## src/rtl/core/dtpb_pkg.sv

```systemverilog
// Shared types and constants of the depth back-projection block.
// No dependencies; imported by the top level, dtpb_queue, dtpb_front and dtpb_back.
`timescale 1ns / 1ps

package dtpb_pkg;

  localparam int DEPTH_BITS_DEF = 16;
  localparam int COORD_BITS_DEF = 11;
  localparam int QUEUE_AW       = 2;

  localparam int IN_W  = 16;
  localparam int OUT_W = 35;
  localparam int Z_W   = 16;
  localparam int F_W   = 16;

  // saturation limits of the Q.8 coordinates
  localparam logic [35:0]      POS_LIM = 36'h3_FFFF_FFFF;
  localparam logic [35:0]      NEG_LIM = 36'h4_0000_0000;
  localparam logic [OUT_W-1:0] OUT_MAX = {1'b0, {(OUT_W-1){1'b1}}};
  localparam logic [OUT_W-1:0] OUT_MIN = {1'b1, {(OUT_W-1){1'b0}}};

  // register indexes
  localparam logic [2:0] REG_OUT_WIDTH  = 3'd0;
  localparam logic [2:0] REG_OUT_HEIGHT = 3'd1;
  localparam logic [2:0] REG_X_DEC      = 3'd2;
  localparam logic [2:0] REG_Y_DEC      = 3'd3;
  localparam logic [2:0] REG_NO_SAMPLE  = 3'd4;
  localparam logic [2:0] REG_SHADOW     = 3'd5;
  localparam logic [2:0] REG_INV_FOCAL  = 3'd6;

  typedef struct packed {
    logic [11:0] out_width;
    logic [11:0] out_height;
    logic [3:0]  x_dec;
    logic [3:0]  y_dec;
    logic [15:0] no_sample;
    logic [15:0] shadow;
    logic [15:0] inv_focal;
  } dtpb_cfg_t;

  localparam dtpb_cfg_t CFG_RESET = '{
    out_width:  12'd640,
    out_height: 12'd480,
    x_dec:      4'd1,
    y_dec:      4'd1,
    no_sample:  16'd0,
    shadow:     16'd0,
    inv_focal:  16'd125
  };

  typedef struct packed {
    logic end_of_frame;
    logic end_of_row;
    logic point_valid;
  } dtpb_flags_t;

  localparam int FLAGS_W = $bits(dtpb_flags_t);

endpackage

```

## src/rtl/core/depth_to_point_backprojection.sv

```systemverilog
// Depth raster to 3-D point back-projection, top level with configuration registers.
// Depends on dtpb_pkg, dtpb_queue, dtpb_front and dtpb_back.
`timescale 1ns / 1ps

// Takes one depth sample per cycle in raster order while the queue has room and emits one
// point per kept pixel, so the sustained rate is one sample per clock while the output is
// not stalled. A point passes the queue and then the multiply, multiply, round and saturate
// stages of the back pipeline, and is held there while the output is stalled.
// A four-entry queue separates the raster counters from that pipeline, so a stalled
// output stops input only once it is full.
// Configuration writes are taken every cycle; write them only while no point is in flight.

module depth_to_point_backprojection
  import dtpb_pkg::*;
#(
  parameter int DEPTH_BITS = DEPTH_BITS_DEF,
  parameter int COORD_BITS = COORD_BITS_DEF
) (
  input  logic        clk,
  input  logic        rst,
  input  logic        cfg_valid,
  output logic        cfg_ready,
  input  logic [2:0]  cfg_index,
  input  logic [15:0] cfg_data,
  input  logic        s_axis_tvalid,
  output logic        s_axis_tready,
  input  logic [15:0] s_axis_tdata,  // depth_mm
  input  logic        s_axis_tuser,  // frame_start
  output logic        m_axis_tvalid,
  input  logic        m_axis_tready,
  output logic [87:0] m_axis_tdata,  // x_q8[34:0], y_q8[69:35], z_mm[85:70], zero pad
  output logic [1:0]  m_axis_tuser,  // point_valid, end_of_frame
  output logic        m_axis_tlast   // end_of_row
);

  localparam int MW     = COORD_BITS + 1;
  localparam int ITEM_W = 2 + 2 * MW + DEPTH_BITS + FLAGS_W;

  dtpb_cfg_t             cfg;
  logic                  accept, emit, q_full, q_empty, q_pop;
  logic                  fx_neg, fy_neg, bx_neg, by_neg;
  logic [MW-1:0]         fx_mag, fy_mag, bx_mag, by_mag;
  logic [DEPTH_BITS-1:0] f_depth, b_depth;
  dtpb_flags_t           f_flags, b_flags, o_flags;
  logic [ITEM_W-1:0]     q_in, q_out;
  logic [OUT_W-1:0]      x_q8, y_q8;
  logic [Z_W-1:0]        z_mm;

  assign cfg_ready = 1'b1;

  always_ff @(posedge clk) begin
    if (rst) begin
      cfg <= CFG_RESET;
    end else if (cfg_valid) begin
      case (cfg_index)
        REG_OUT_WIDTH:  cfg.out_width  <= cfg_data[11:0];
        REG_OUT_HEIGHT: cfg.out_height <= cfg_data[11:0];
        REG_X_DEC:      cfg.x_dec      <= cfg_data[3:0];
        REG_Y_DEC:      cfg.y_dec      <= cfg_data[3:0];
        REG_NO_SAMPLE:  cfg.no_sample  <= cfg_data;
        REG_SHADOW:     cfg.shadow     <= cfg_data;
        REG_INV_FOCAL:  cfg.inv_focal  <= cfg_data;
        default:        cfg            <= cfg;
      endcase
    end
  end

  assign s_axis_tready = !q_full;
  assign accept        = s_axis_tvalid && !q_full;

  dtpb_front #(
    .DEPTH_BITS (DEPTH_BITS),
    .COORD_BITS (COORD_BITS)
  ) u_front (
    .clk         (clk),
    .rst         (rst),
    .cfg         (cfg),
    .accept      (accept),
    .depth_mm    (s_axis_tdata),
    .frame_start (s_axis_tuser),
    .emit        (emit),
    .x_neg       (fx_neg),
    .x_mag       (fx_mag),
    .y_neg       (fy_neg),
    .y_mag       (fy_mag),
    .depth       (f_depth),
    .flags       (f_flags)
  );

  assign q_in = {fx_neg, fx_mag, fy_neg, fy_mag, f_depth, f_flags};

  dtpb_queue #(
    .DATA_W (ITEM_W),
    .AW     (QUEUE_AW)
  ) u_queue (
    .clk       (clk),
    .rst       (rst),
    .push      (accept && emit),
    .push_data (q_in),
    .pop       (q_pop),
    .pop_data  (q_out),
    .empty     (q_empty),
    .full      (q_full)
  );

  assign {bx_neg, bx_mag, by_neg, by_mag, b_depth, b_flags} = q_out;

  dtpb_back #(
    .DEPTH_BITS (DEPTH_BITS),
    .COORD_BITS (COORD_BITS)
  ) u_back (
    .clk       (clk),
    .rst       (rst),
    .inv_focal (cfg.inv_focal),
    .in_avail  (!q_empty),
    .in_pop    (q_pop),
    .x_neg     (bx_neg),
    .x_mag     (bx_mag),
    .y_neg     (by_neg),
    .y_mag     (by_mag),
    .depth     (b_depth),
    .flags     (b_flags),
    .out_valid (m_axis_tvalid),
    .out_ready (m_axis_tready),
    .x_q8      (x_q8),
    .y_q8      (y_q8),
    .z_mm      (z_mm),
    .out_flags (o_flags)
  );

  assign m_axis_tdata = {2'b00, z_mm, y_q8, x_q8};
  assign m_axis_tuser = {o_flags.end_of_frame, o_flags.point_valid};
  assign m_axis_tlast = o_flags.end_of_row;

endmodule

```

## src/rtl/core/dtpb_queue.sv

```systemverilog
// Small register FIFO between the front and back parts.
// Depends on dtpb_pkg.
`timescale 1ns / 1ps

module dtpb_queue
  import dtpb_pkg::*;
#(
  parameter int DATA_W = 8,
  parameter int AW     = QUEUE_AW
) (
  input  logic              clk,
  input  logic              rst,
  input  logic              push,
  input  logic [DATA_W-1:0] push_data,
  input  logic              pop,
  output logic [DATA_W-1:0] pop_data,
  output logic              empty,
  output logic              full
);

  localparam int DEPTH = 1 << AW;

  logic [DATA_W-1:0] mem [DEPTH];
  logic [AW-1:0]     wr_ptr;
  logic [AW-1:0]     rd_ptr;
  logic [AW:0]       count;

  assign empty    = (count == '0);
  assign full     = (count == (AW+1)'(DEPTH));
  assign pop_data = mem[rd_ptr];

  always_ff @(posedge clk) begin
    if (push) begin
      mem[wr_ptr] <= push_data;
    end
  end

  always_ff @(posedge clk) begin
    if (rst) begin
      wr_ptr <= '0;
      rd_ptr <= '0;
      count  <= '0;
    end else begin
      if (push) begin
        wr_ptr <= wr_ptr + AW'(1);
      end
      if (pop) begin
        rd_ptr <= rd_ptr + AW'(1);
      end
      case ({push, pop})
        2'b10:   count <= count + (AW+1)'(1);
        2'b01:   count <= count - (AW+1)'(1);
        default: count <= count;
      endcase
    end
  end

endmodule

```

## src/rtl/core/dtpb_front.sv

```systemverilog
// Front part: raster counters, decimation, validity test and pixel offsets.
// Depends on dtpb_pkg.
`timescale 1ns / 1ps

module dtpb_front
  import dtpb_pkg::*;
#(
  parameter int DEPTH_BITS = DEPTH_BITS_DEF,
  parameter int COORD_BITS = COORD_BITS_DEF
) (
  input  logic                  clk,
  input  logic                  rst,
  input  dtpb_cfg_t             cfg,
  input  logic                  accept,
  input  logic [IN_W-1:0]       depth_mm,
  input  logic                  frame_start,
  output logic                  emit,
  output logic                  x_neg,
  output logic [COORD_BITS:0]   x_mag,
  output logic                  y_neg,
  output logic [COORD_BITS:0]   y_mag,
  output logic [DEPTH_BITS-1:0] depth,
  output dtpb_flags_t           flags
);

  localparam int SW = COORD_BITS + 1;
  localparam int NW = COORD_BITS + 2;

  logic [2:0]            col_phase, col_phase_next;
  logic [2:0]            row_phase, row_phase_next;
  logic [COORD_BITS-1:0] out_col, out_col_next;
  logic [COORD_BITS-1:0] out_row, out_row_next;

  logic [2:0]            cp, rp;
  logic [COORD_BITS-1:0] oc, orw;
  logic [12:0]           lim;
  logic [SW-1:0]         w, h;
  logic [3:0]            xd, yd;
  logic                  row_end, frame_end, col_wrap, row_wrap, row_last;
  logic [NW-1:0]         nx, ny;
  logic [DEPTH_BITS-1:0] d;
  logic                  valid;

  assign lim = 13'(1) << COORD_BITS;

  always_comb begin
    if (cfg.out_width == '0) begin
      w = SW'(1);
    end else if ({1'b0, cfg.out_width} > lim) begin
      w = SW'(lim);
    end else begin
      w = SW'(cfg.out_width);
    end
    if (cfg.out_height == '0) begin
      h = SW'(1);
    end else if ({1'b0, cfg.out_height} > lim) begin
      h = SW'(lim);
    end else begin
      h = SW'(cfg.out_height);
    end
    if (cfg.x_dec == '0) begin
      xd = 4'd1;
    end else if (cfg.x_dec > 4'd8) begin
      xd = 4'd8;
    end else begin
      xd = cfg.x_dec;
    end
    if (cfg.y_dec == '0) begin
      yd = 4'd1;
    end else if (cfg.y_dec > 4'd8) begin
      yd = 4'd8;
    end else begin
      yd = cfg.y_dec;
    end
  end

  // frame start clears the counters before the sample is used
  assign cp  = frame_start ? '0 : col_phase;
  assign rp  = frame_start ? '0 : row_phase;
  assign oc  = frame_start ? '0 : out_col;
  assign orw = frame_start ? '0 : out_row;

  assign row_end   = ({1'b0, oc} + SW'(1)) >= w;
  assign row_last  = ({1'b0, orw} + SW'(1)) >= h;
  assign frame_end = row_end && row_last;
  assign col_wrap  = ({1'b0, cp} + 4'd1) >= xd;
  assign row_wrap  = ({1'b0, rp} + 4'd1) >= yd;
  assign emit      = (cp == '0) && (rp == '0);

  always_comb begin
    col_phase_next = cp + 3'd1;
    row_phase_next = rp;
    out_col_next   = oc;
    out_row_next   = orw;
    if (col_wrap) begin
      col_phase_next = '0;
      if (row_end) begin
        out_col_next = '0;
        if (row_wrap) begin
          row_phase_next = '0;
          out_row_next   = row_last ? '0 : orw + COORD_BITS'(1);
        end else begin
          row_phase_next = rp + 3'd1;
        end
      end else begin
        out_col_next = oc + COORD_BITS'(1);
      end
    end
  end

  always_ff @(posedge clk) begin
    if (rst) begin
      col_phase <= '0;
      row_phase <= '0;
      out_col   <= '0;
      out_row   <= '0;
    end else if (accept) begin
      col_phase <= col_phase_next;
      row_phase <= row_phase_next;
      out_col   <= out_col_next;
      out_row   <= out_row_next;
    end
  end

  // 2*pos + 1 - 2*floor(size/2)
  assign nx = $signed({1'b0, oc, 1'b1}) - $signed({1'b0, w[SW-1:1], 1'b0});
  assign ny = $signed({1'b0, orw, 1'b1}) - $signed({1'b0, h[SW-1:1], 1'b0});

  assign x_neg = nx[NW-1];
  assign y_neg = ny[NW-1];
  assign x_mag = x_neg ? SW'(-nx) : SW'(nx);
  assign y_mag = y_neg ? SW'(-ny) : SW'(ny);

  assign d     = depth_mm[DEPTH_BITS-1:0];
  assign valid = (d != '0) && (IN_W'(d) != cfg.no_sample) && (IN_W'(d) != cfg.shadow);
  // invalid points carry zero depth so every product is zero
  assign depth = valid ? d : '0;

  assign flags.point_valid  = valid;
  assign flags.end_of_row   = row_end;
  assign flags.end_of_frame = frame_end;

endmodule

```

## src/rtl/core/dtpb_back.sv

```systemverilog
// Back part: four-stage multiply, round and saturate pipeline with output register.
// Depends on dtpb_pkg.
`timescale 1ns / 1ps

module dtpb_back
  import dtpb_pkg::*;
#(
  parameter int DEPTH_BITS = DEPTH_BITS_DEF,
  parameter int COORD_BITS = COORD_BITS_DEF
) (
  input  logic                  clk,
  input  logic                  rst,
  input  logic [F_W-1:0]        inv_focal,
  input  logic                  in_avail,
  output logic                  in_pop,
  input  logic                  x_neg,
  input  logic [COORD_BITS:0]   x_mag,
  input  logic                  y_neg,
  input  logic [COORD_BITS:0]   y_mag,
  input  logic [DEPTH_BITS-1:0] depth,
  input  dtpb_flags_t           flags,
  output logic                  out_valid,
  input  logic                  out_ready,
  output logic [OUT_W-1:0]      x_q8,
  output logic [OUT_W-1:0]      y_q8,
  output logic [Z_W-1:0]        z_mm,
  output dtpb_flags_t           out_flags
);

  localparam int P1_W  = COORD_BITS + 1 + DEPTH_BITS;
  localparam int P2_W  = P1_W + F_W;
  localparam int Q_W   = P2_W - 8;
  localparam int CMP_W = (Q_W > 36) ? Q_W : 36;

  logic                  v1, v2, v3;
  logic                  en;
  logic [P1_W-1:0]       px1, py1;
  logic [P2_W-1:0]       mx2, my2;
  logic [P2_W:0]         sx, sy;
  logic [Q_W-1:0]        qx3, qy3;
  logic                  xn1, yn1, xn2, yn2, xn3, yn3;
  logic [DEPTH_BITS-1:0] z1, z2, z3;
  dtpb_flags_t           f1, f2, f3;

  function automatic logic [OUT_W-1:0] sat_q8(input logic neg, input logic [Q_W-1:0] q);
    logic [CMP_W-1:0] qe;
    logic [CMP_W-1:0] qn;
    logic [OUT_W-1:0] r;
    qe = CMP_W'(q);
    qn = CMP_W'(0) - qe;
    if (neg) begin
      r = (qe > CMP_W'(NEG_LIM)) ? OUT_MIN : qn[OUT_W-1:0];
    end else begin
      r = (qe > CMP_W'(POS_LIM)) ? OUT_MAX : qe[OUT_W-1:0];
    end
    return r;
  endfunction

  assign en     = !out_valid || out_ready;
  assign in_pop = en && in_avail;

  // negative offsets round toward minus infinity
  assign sx = {1'b0, mx2} + (P2_W+1)'(xn2 ? 511 : 0);
  assign sy = {1'b0, my2} + (P2_W+1)'(yn2 ? 511 : 0);

  always_ff @(posedge clk) begin
    if (rst) begin
      v1        <= 1'b0;
      v2        <= 1'b0;
      v3        <= 1'b0;
      out_valid <= 1'b0;
    end else if (en) begin
      v1        <= in_pop;
      v2        <= v1;
      v3        <= v2;
      out_valid <= v3;
    end
  end

  always_ff @(posedge clk) begin
    if (en) begin
      px1       <= P1_W'(x_mag * depth);
      py1       <= P1_W'(y_mag * depth);
      xn1       <= x_neg;
      yn1       <= y_neg;
      z1        <= depth;
      f1        <= flags;
      mx2       <= P2_W'(px1 * inv_focal);
      my2       <= P2_W'(py1 * inv_focal);
      xn2       <= xn1;
      yn2       <= yn1;
      z2        <= z1;
      f2        <= f1;
      qx3       <= sx[P2_W:9];
      qy3       <= sy[P2_W:9];
      xn3       <= xn2;
      yn3       <= yn2;
      z3        <= z2;
      f3        <= f2;
      x_q8      <= sat_q8(xn3, qx3);
      y_q8      <= sat_q8(yn3, qy3);
      z_mm      <= Z_W'(z3);
      out_flags <= f3;
    end
  end

endmodule

```

## config.mk

```make
export PLATFORM = sky130hd
export DESIGN_NAME = depth_to_point_backprojection
export DESIGN_NICKNAME = d
export VERILOG_FILES = /design/src/rtl/core/dtpb_pkg.sv /design/src/rtl/core/depth_to_point_backprojection.sv /design/src/rtl/core/dtpb_queue.sv /design/src/rtl/core/dtpb_front.sv /design/src/rtl/core/dtpb_back.sv
export SDC_FILE = /design/constraint.sdc
export NUM_CORES = 2
export LEC_CHECK = 0
export BUFFER_PORTS_ARGS = -buffer_cell sky130_fd_sc_hd__buf_2
export CAP_MARGIN = 20
export CORE_ASPECT_RATIO = 0.8
export CORE_MARGIN = 1
export CORE_UTILIZATION = 60
export DETAILED_ROUTE_END_ITERATION = 7
export GPL_ROUTABILITY_DRIVEN = 0
export PLACE_DENSITY = 0.88
export SLEW_MARGIN = 10
export SYNTH_ARGS = -nofsm -noshare
export SYNTH_HDL_FRONTEND = slang
export SYNTH_SLANG_ARGS = --single-unit
```

## constraint.sdc

```tcl
create_clock -name clk -period 14.57 [get_ports clk]
set_clock_uncertainty 0.2 [all_clocks]
set_input_delay 0.7285 -clock clk [delete_from_list [all_inputs] [get_ports clk]]
set_output_delay 0.7285 -clock clk [all_outputs]
set_load 0.01 [all_outputs]
```

==> impl.org <==
** Outcome
- The flow ran to the end, and the final reports show no timing, DRC or antenna violations.

** Floorplanning
- The core region is about 0.11 mm^2.
- The floorplan has 110 rows.
- For this design the top-level I/O count stands at approximately 140.
- Die extent in x :: ~380 um
- Floorplan die area :: 0.1163 mm^2
- Measured along the y axis, the die boundary spans 305.3 um.
- For this configuration, the core starts out at a cell density of approximately three fifths.

** STA
- TNS Setup :: 0 ns
- For the pin with the worst max-slew slack, the measured transition is 1.140 ns.
- Final hold viol count :: 0
- Headroom to the max-slew limit came out at approximately a quarter.
- Least setup slack across all paths after layout :: 6.438 ns
- Setup repair after global routing left no endpoint under its margin.
- Setup violation total in the final timing report :: 0
- Slew Viols, Final :: 0
- The routed design could run at a clock period as short as 8.132 ns.
- Achievable Freq :: roughly 120 MHz
- Hold slack final :: around 0.082 ns
- In the finished design, the share of the clock period the worst path needs comes to a little under three fifths.

** Logic synthesis
- Post-Syn Area per Cell :: approximately 9.8 um^2
- Syn. warnings :: 0
- Portion of synthesized cell area occupied by the leading cell type :: ~29%
- Sequential area share after synthesis :: a little over a quarter
- Number of synthesized flops with an enable pin :: roughly 540
- Counting distinct cell types in the post-synthesis netlist gives 83.
- Top area cells in the synthesized netlist :: sky130_fd_sc_hd__fa_1 29%, sky130_fd_sc_hd__edfxtp_1 23%, sky130_fd_sc_hd__ha_1 8.1%
- The cell area that synthesis handed to floorplanning was between 0.06 and 0.07 mm^2.
- Among all flip-flop cells after synthesis, the most frequent one is sky130_fd_sc_hd__edfxtp_1.
- Synthesis-stage register bit count :: between 600 and 700
- After technology mapping, the gate count stands at 7040.
- For this run, asynchronously set or reset flops after synthesis account for 0%.
- The largest total area in the synthesized netlist belongs to sky130_fd_sc_hd__fa_1.

** Setup path
- Following the worst setup path forward leads to its endpoint at u_back.px1[27].
- STA puts the critical path data required time at 14.78 ns.
- Kind of capture point of the worst setup path :: flop
- Launching element type of the critical path :: flop
- The critical path in this run is classified as reg2reg.
- Data arrival time of the critical path :: ~8.3 ns
- The setup check on the worst reg-to-reg path leaves a slack of approximately 6.4 ns.
- Worst Path Max Fanout :: 50
- Count of cells along the worst register-to-register path :: 22
- In this run the critical register-to-register path is captured at u_back.px1[27].

** Routing
- Routed Antenna Nets :: 0
- The first detailed-routing pass took 7 iterations.
- Using the TritonRoute via totals, the vias-per-cell ratio works out to just under 6.
- After detailed routing, the number of remaining DRC violations is 0.
- Drt first-iter violations :: 5061
- Detailed routing inserted a total of about 51k vias.
- DRT Wirelength :: approximately 170 mm
- After detailed routing, the average wire length per cell comes to around 19 um.

** GRT
- Leftover overflow at the end of global routing :: 0
- Pin count of the biggest net entering global routing :: 91
- The initial antenna violation count is 1.
- Across every metal layer, demand over resource in global routing totals around 29%.
- First-pass GRT wire length :: between 200 and 300 mm
- Number of global-route vias before repair :: 54.48k

** Clocking
- Post-CTS Resized :: 0
- In this run the deepest clock path goes through 3 buffers.
- Hold bufs inserted after CTS :: 0
- H-Tree Depth :: 3
- Clock tree synthesis inserted a total of 73 buffers.
- TritonCTS built the clock tree.
- Post-CTS Setup Repair Bufs :: 0
- The clock reaches the later pin of the worst-skew pair after between 0.7 and 0.8 ns.
- Clock tree synthesis found a total of 658 sinks.
- Clock-pin slew was measured on the worst setup and hold paths at about 0.06 ns.
- Clock root cell :: sky130_fd_sc_hd__clkbuf_16

** Cells and area
- The filler cells instantiated in the layout total approximately 8.1k.
- Share of cells above drive strength 1 :: 5.924%
- Area of the multi-input gates :: about 0.045 mm^2
- Compared with the post-synthesis result, the final layout area differs by 6.693%.
- Registers take 0.01857 mm^2.
- The final layout contains between 8k and 9k nets.

** Hold path
- Hold Crit Class :: in2reg

** Flow run
- Count of max-cap constraint violations :: 0

** Place
- During placement, the flow inserted port buffers numbering around 130.
- Detailed placement finished with a half-perimeter wire length of around 120 mm.
- Timing analysis after detailed placement gives a worst setup slack of between 6 and 7 ns.
## kinds of logic (layout without fill, tap and decap cells)
group                      after synthesis  in the layout  share of synthesized area (%)
adders and majority gates             1454           1454                          37.33
xor gates and xnor gates               277            277                          3.517
muxes                                   86             86                          1.571
buffers and inverters                 1558           1590                          8.517
other                                    2              4                        0.01089
and+or+nand+nor                       2264           2264                          15.32
DFF                                    658            658                          26.89
AOI/OAI and AO/OA                      741            741                          6.849
## layout make-up
cell class / count / share of cell area (%)
antenna: 1 / 0.003400
clock buffer: 91 / 2.660
clock inverter: 44 / 0.9486
inverter: 1256 / 6.416
multi-input combinational: 4825 / 60.57
sequential: 658 / 25.22
tap: 1512 / 2.570
timing repair buffer: 199 / 1.610
## placed cells by master (no fill, tap or decap), types with 32 or more instances in the layout
| cell | n |
|---|---|
| sky130_fd_sc_hd__inv_1 | 1255 |
| sky130_fd_sc_hd__nand2_1 | 1092 |
| sky130_fd_sc_hd__fa_1 | 1007 |
| sky130_fd_sc_hd__edfxtp_1 | 537 |
| sky130_fd_sc_hd__ha_1 | 447 |
| sky130_fd_sc_hd__and2_1 | 425 |
| sky130_fd_sc_hd__nor2_1 | 318 |
| sky130_fd_sc_hd__a21oi_1 | 247 |
| sky130_fd_sc_hd__xnor2_1 | 170 |
| sky130_fd_sc_hd__buf_2 | 132 |
| sky130_fd_sc_hd__o21ai_0 | 129 |
| sky130_fd_sc_hd__dfxtp_1 | 109 |
| sky130_fd_sc_hd__xor2_1 | 107 |
| sky130_fd_sc_hd__nand3_1 | 95 |
| sky130_fd_sc_hd__clkbuf_16 | 75 |
| sky130_fd_sc_hd__a21o_1 | 69 |
| sky130_fd_sc_hd__buf_4 | 64 |
| sky130_fd_sc_hd__nor3_1 | 62 |
| sky130_fd_sc_hd__nor2b_1 | 44 |
| sky130_fd_sc_hd__mux2i_1 | 43 |
| sky130_fd_sc_hd__nand2b_1 | 41 |
| sky130_fd_sc_hd__and3_1 | 38 |
| sky130_fd_sc_hd__o21a_1 | 34 |
| sky130_fd_sc_hd__o311ai_0 | 32 |
## flip-flops by register name (all words and copies together) (netlist names), 15 cells and up, named ones only
register	cells
cfg	80
u_back.mx2	43
u_back.my2	44
u_back.px1	27
u_back.py1	28
u_back.qx3	36
u_back.qy3	36
u_back.x_q8	35
u_back.y_q8	35
u_back.z1	15
u_back.z2	16
u_back.z3	16
u_back.z_mm	16
u_queue.mem	172
## synth_stat cells (10+ instances only)
library cell	count
sky130_fd_sc_hd__inv_1	1256
sky130_fd_sc_hd__nand2_1	1092
sky130_fd_sc_hd__fa_1	1007
sky130_fd_sc_hd__edfxtp_1	537
sky130_fd_sc_hd__ha_1	447
sky130_fd_sc_hd__and2_1	429
sky130_fd_sc_hd__nor2_1	318
sky130_fd_sc_hd__clkbuf_1	281
sky130_fd_sc_hd__a21oi_1	247
sky130_fd_sc_hd__xnor2_1	170
sky130_fd_sc_hd__o21ai_0	135
sky130_fd_sc_hd__dfxtp_1	121
sky130_fd_sc_hd__xor2_1	107
sky130_fd_sc_hd__nand3_1	95
sky130_fd_sc_hd__a21o_1	69
sky130_fd_sc_hd__nor3_1	62
sky130_fd_sc_hd__nor2b_1	44
sky130_fd_sc_hd__mux2i_1	43
sky130_fd_sc_hd__nand2b_1	41
sky130_fd_sc_hd__and3_1	38
sky130_fd_sc_hd__o21a_1	34
sky130_fd_sc_hd__o311ai_0	32
sky130_fd_sc_hd__a31oi_1	29
sky130_fd_sc_hd__nand4_1	29
sky130_fd_sc_hd__nor4_1	29
sky130_fd_sc_hd__mux2_2	28
sky130_fd_sc_hd__or3_1	25
sky130_fd_sc_hd__o21bai_1	21
sky130_fd_sc_hd__a211oi_1	20
sky130_fd_sc_hd__o21ai_1	19
sky130_fd_sc_hd__buf_1	15
sky130_fd_sc_hd__mux4_2	15
sky130_fd_sc_hd__or2_2	15
sky130_fd_sc_hd__o31ai_1	14
sky130_fd_sc_hd__o41ai_1	14
sky130_fd_sc_hd__o211ai_1	13
sky130_fd_sc_hd__or4_1	12
sky130_fd_sc_hd__nor3b_1	10
sky130_fd_sc_hd__o311ai_1	10
## metrics by stage
stage	std cells	cell area, um^2	util, %
6_report	8586	73600	64.98
5_1_grt	8585	73600	64.98
4_1_cts	8582	73550	64.93
3_5_place_dp	8447	70890	62.59
3_3_place_gp	8445	70880	62.57
2_1_floorplan	7041	68990	-
## how the worst min path moves through the flow
stage,startpoint,end,cells after the start
floorplan,u_back.f1[0],u_back.f2[0],0
global placement,u_back.z3[11],u_back.z_mm[11],0
detailed placement,u_back.z2[13],u_back.z3[13],0
CTS,cfg_data[12],cfg[12],3
global route,cfg_data[15],cfg[31],3
finish,cfg_data[12],cfg[12],3
## critical path, cell delays in order (launching register included)
cell and delay [ns]:
sky130_fd_sc_hd__dfxtp_4 0.58, sky130_fd_sc_hd__buf_4 0.68, sky130_fd_sc_hd__mux2_2 0.42, sky130_fd_sc_hd__o21ai_1 0.67, sky130_fd_sc_hd__nor2_1 0.17, sky130_fd_sc_hd__fa_1 0.59, sky130_fd_sc_hd__inv_1 0.05, sky130_fd_sc_hd__fa_1 0.47
sky130_fd_sc_hd__inv_1 0.05, sky130_fd_sc_hd__fa_1 0.47, sky130_fd_sc_hd__inv_1 0.05, sky130_fd_sc_hd__fa_1 0.49, sky130_fd_sc_hd__inv_1 0.06, sky130_fd_sc_hd__fa_1 0.43, sky130_fd_sc_hd__ha_1 0.36, sky130_fd_sc_hd__a21oi_1 0.25
sky130_fd_sc_hd__o21a_1 0.16, sky130_fd_sc_hd__o21ai_0 0.21, sky130_fd_sc_hd__a21bo_2 0.31, sky130_fd_sc_hd__o41ai_1 0.39, sky130_fd_sc_hd__o21ai_0 0.25, sky130_fd_sc_hd__o41ai_1 0.36, sky130_fd_sc_hd__xnor2_1 0.14
## per-layer routing
metal | vias up | part of all wire, % | GRT usage, %
met3 | 625 | 10 | 6.075
met1 | 25311 | 37 | 37.09
met5 | - | 0.0066 | 0
met4 | 2 | 4.5 | 12.39
li1 | 22250 | - | -
met2 | 2877 | 48 | 48.88
Power is left out: the tool's default activity adds up to more than one toggle a clock period on the data nets, which glitch-free logic cannot reach.
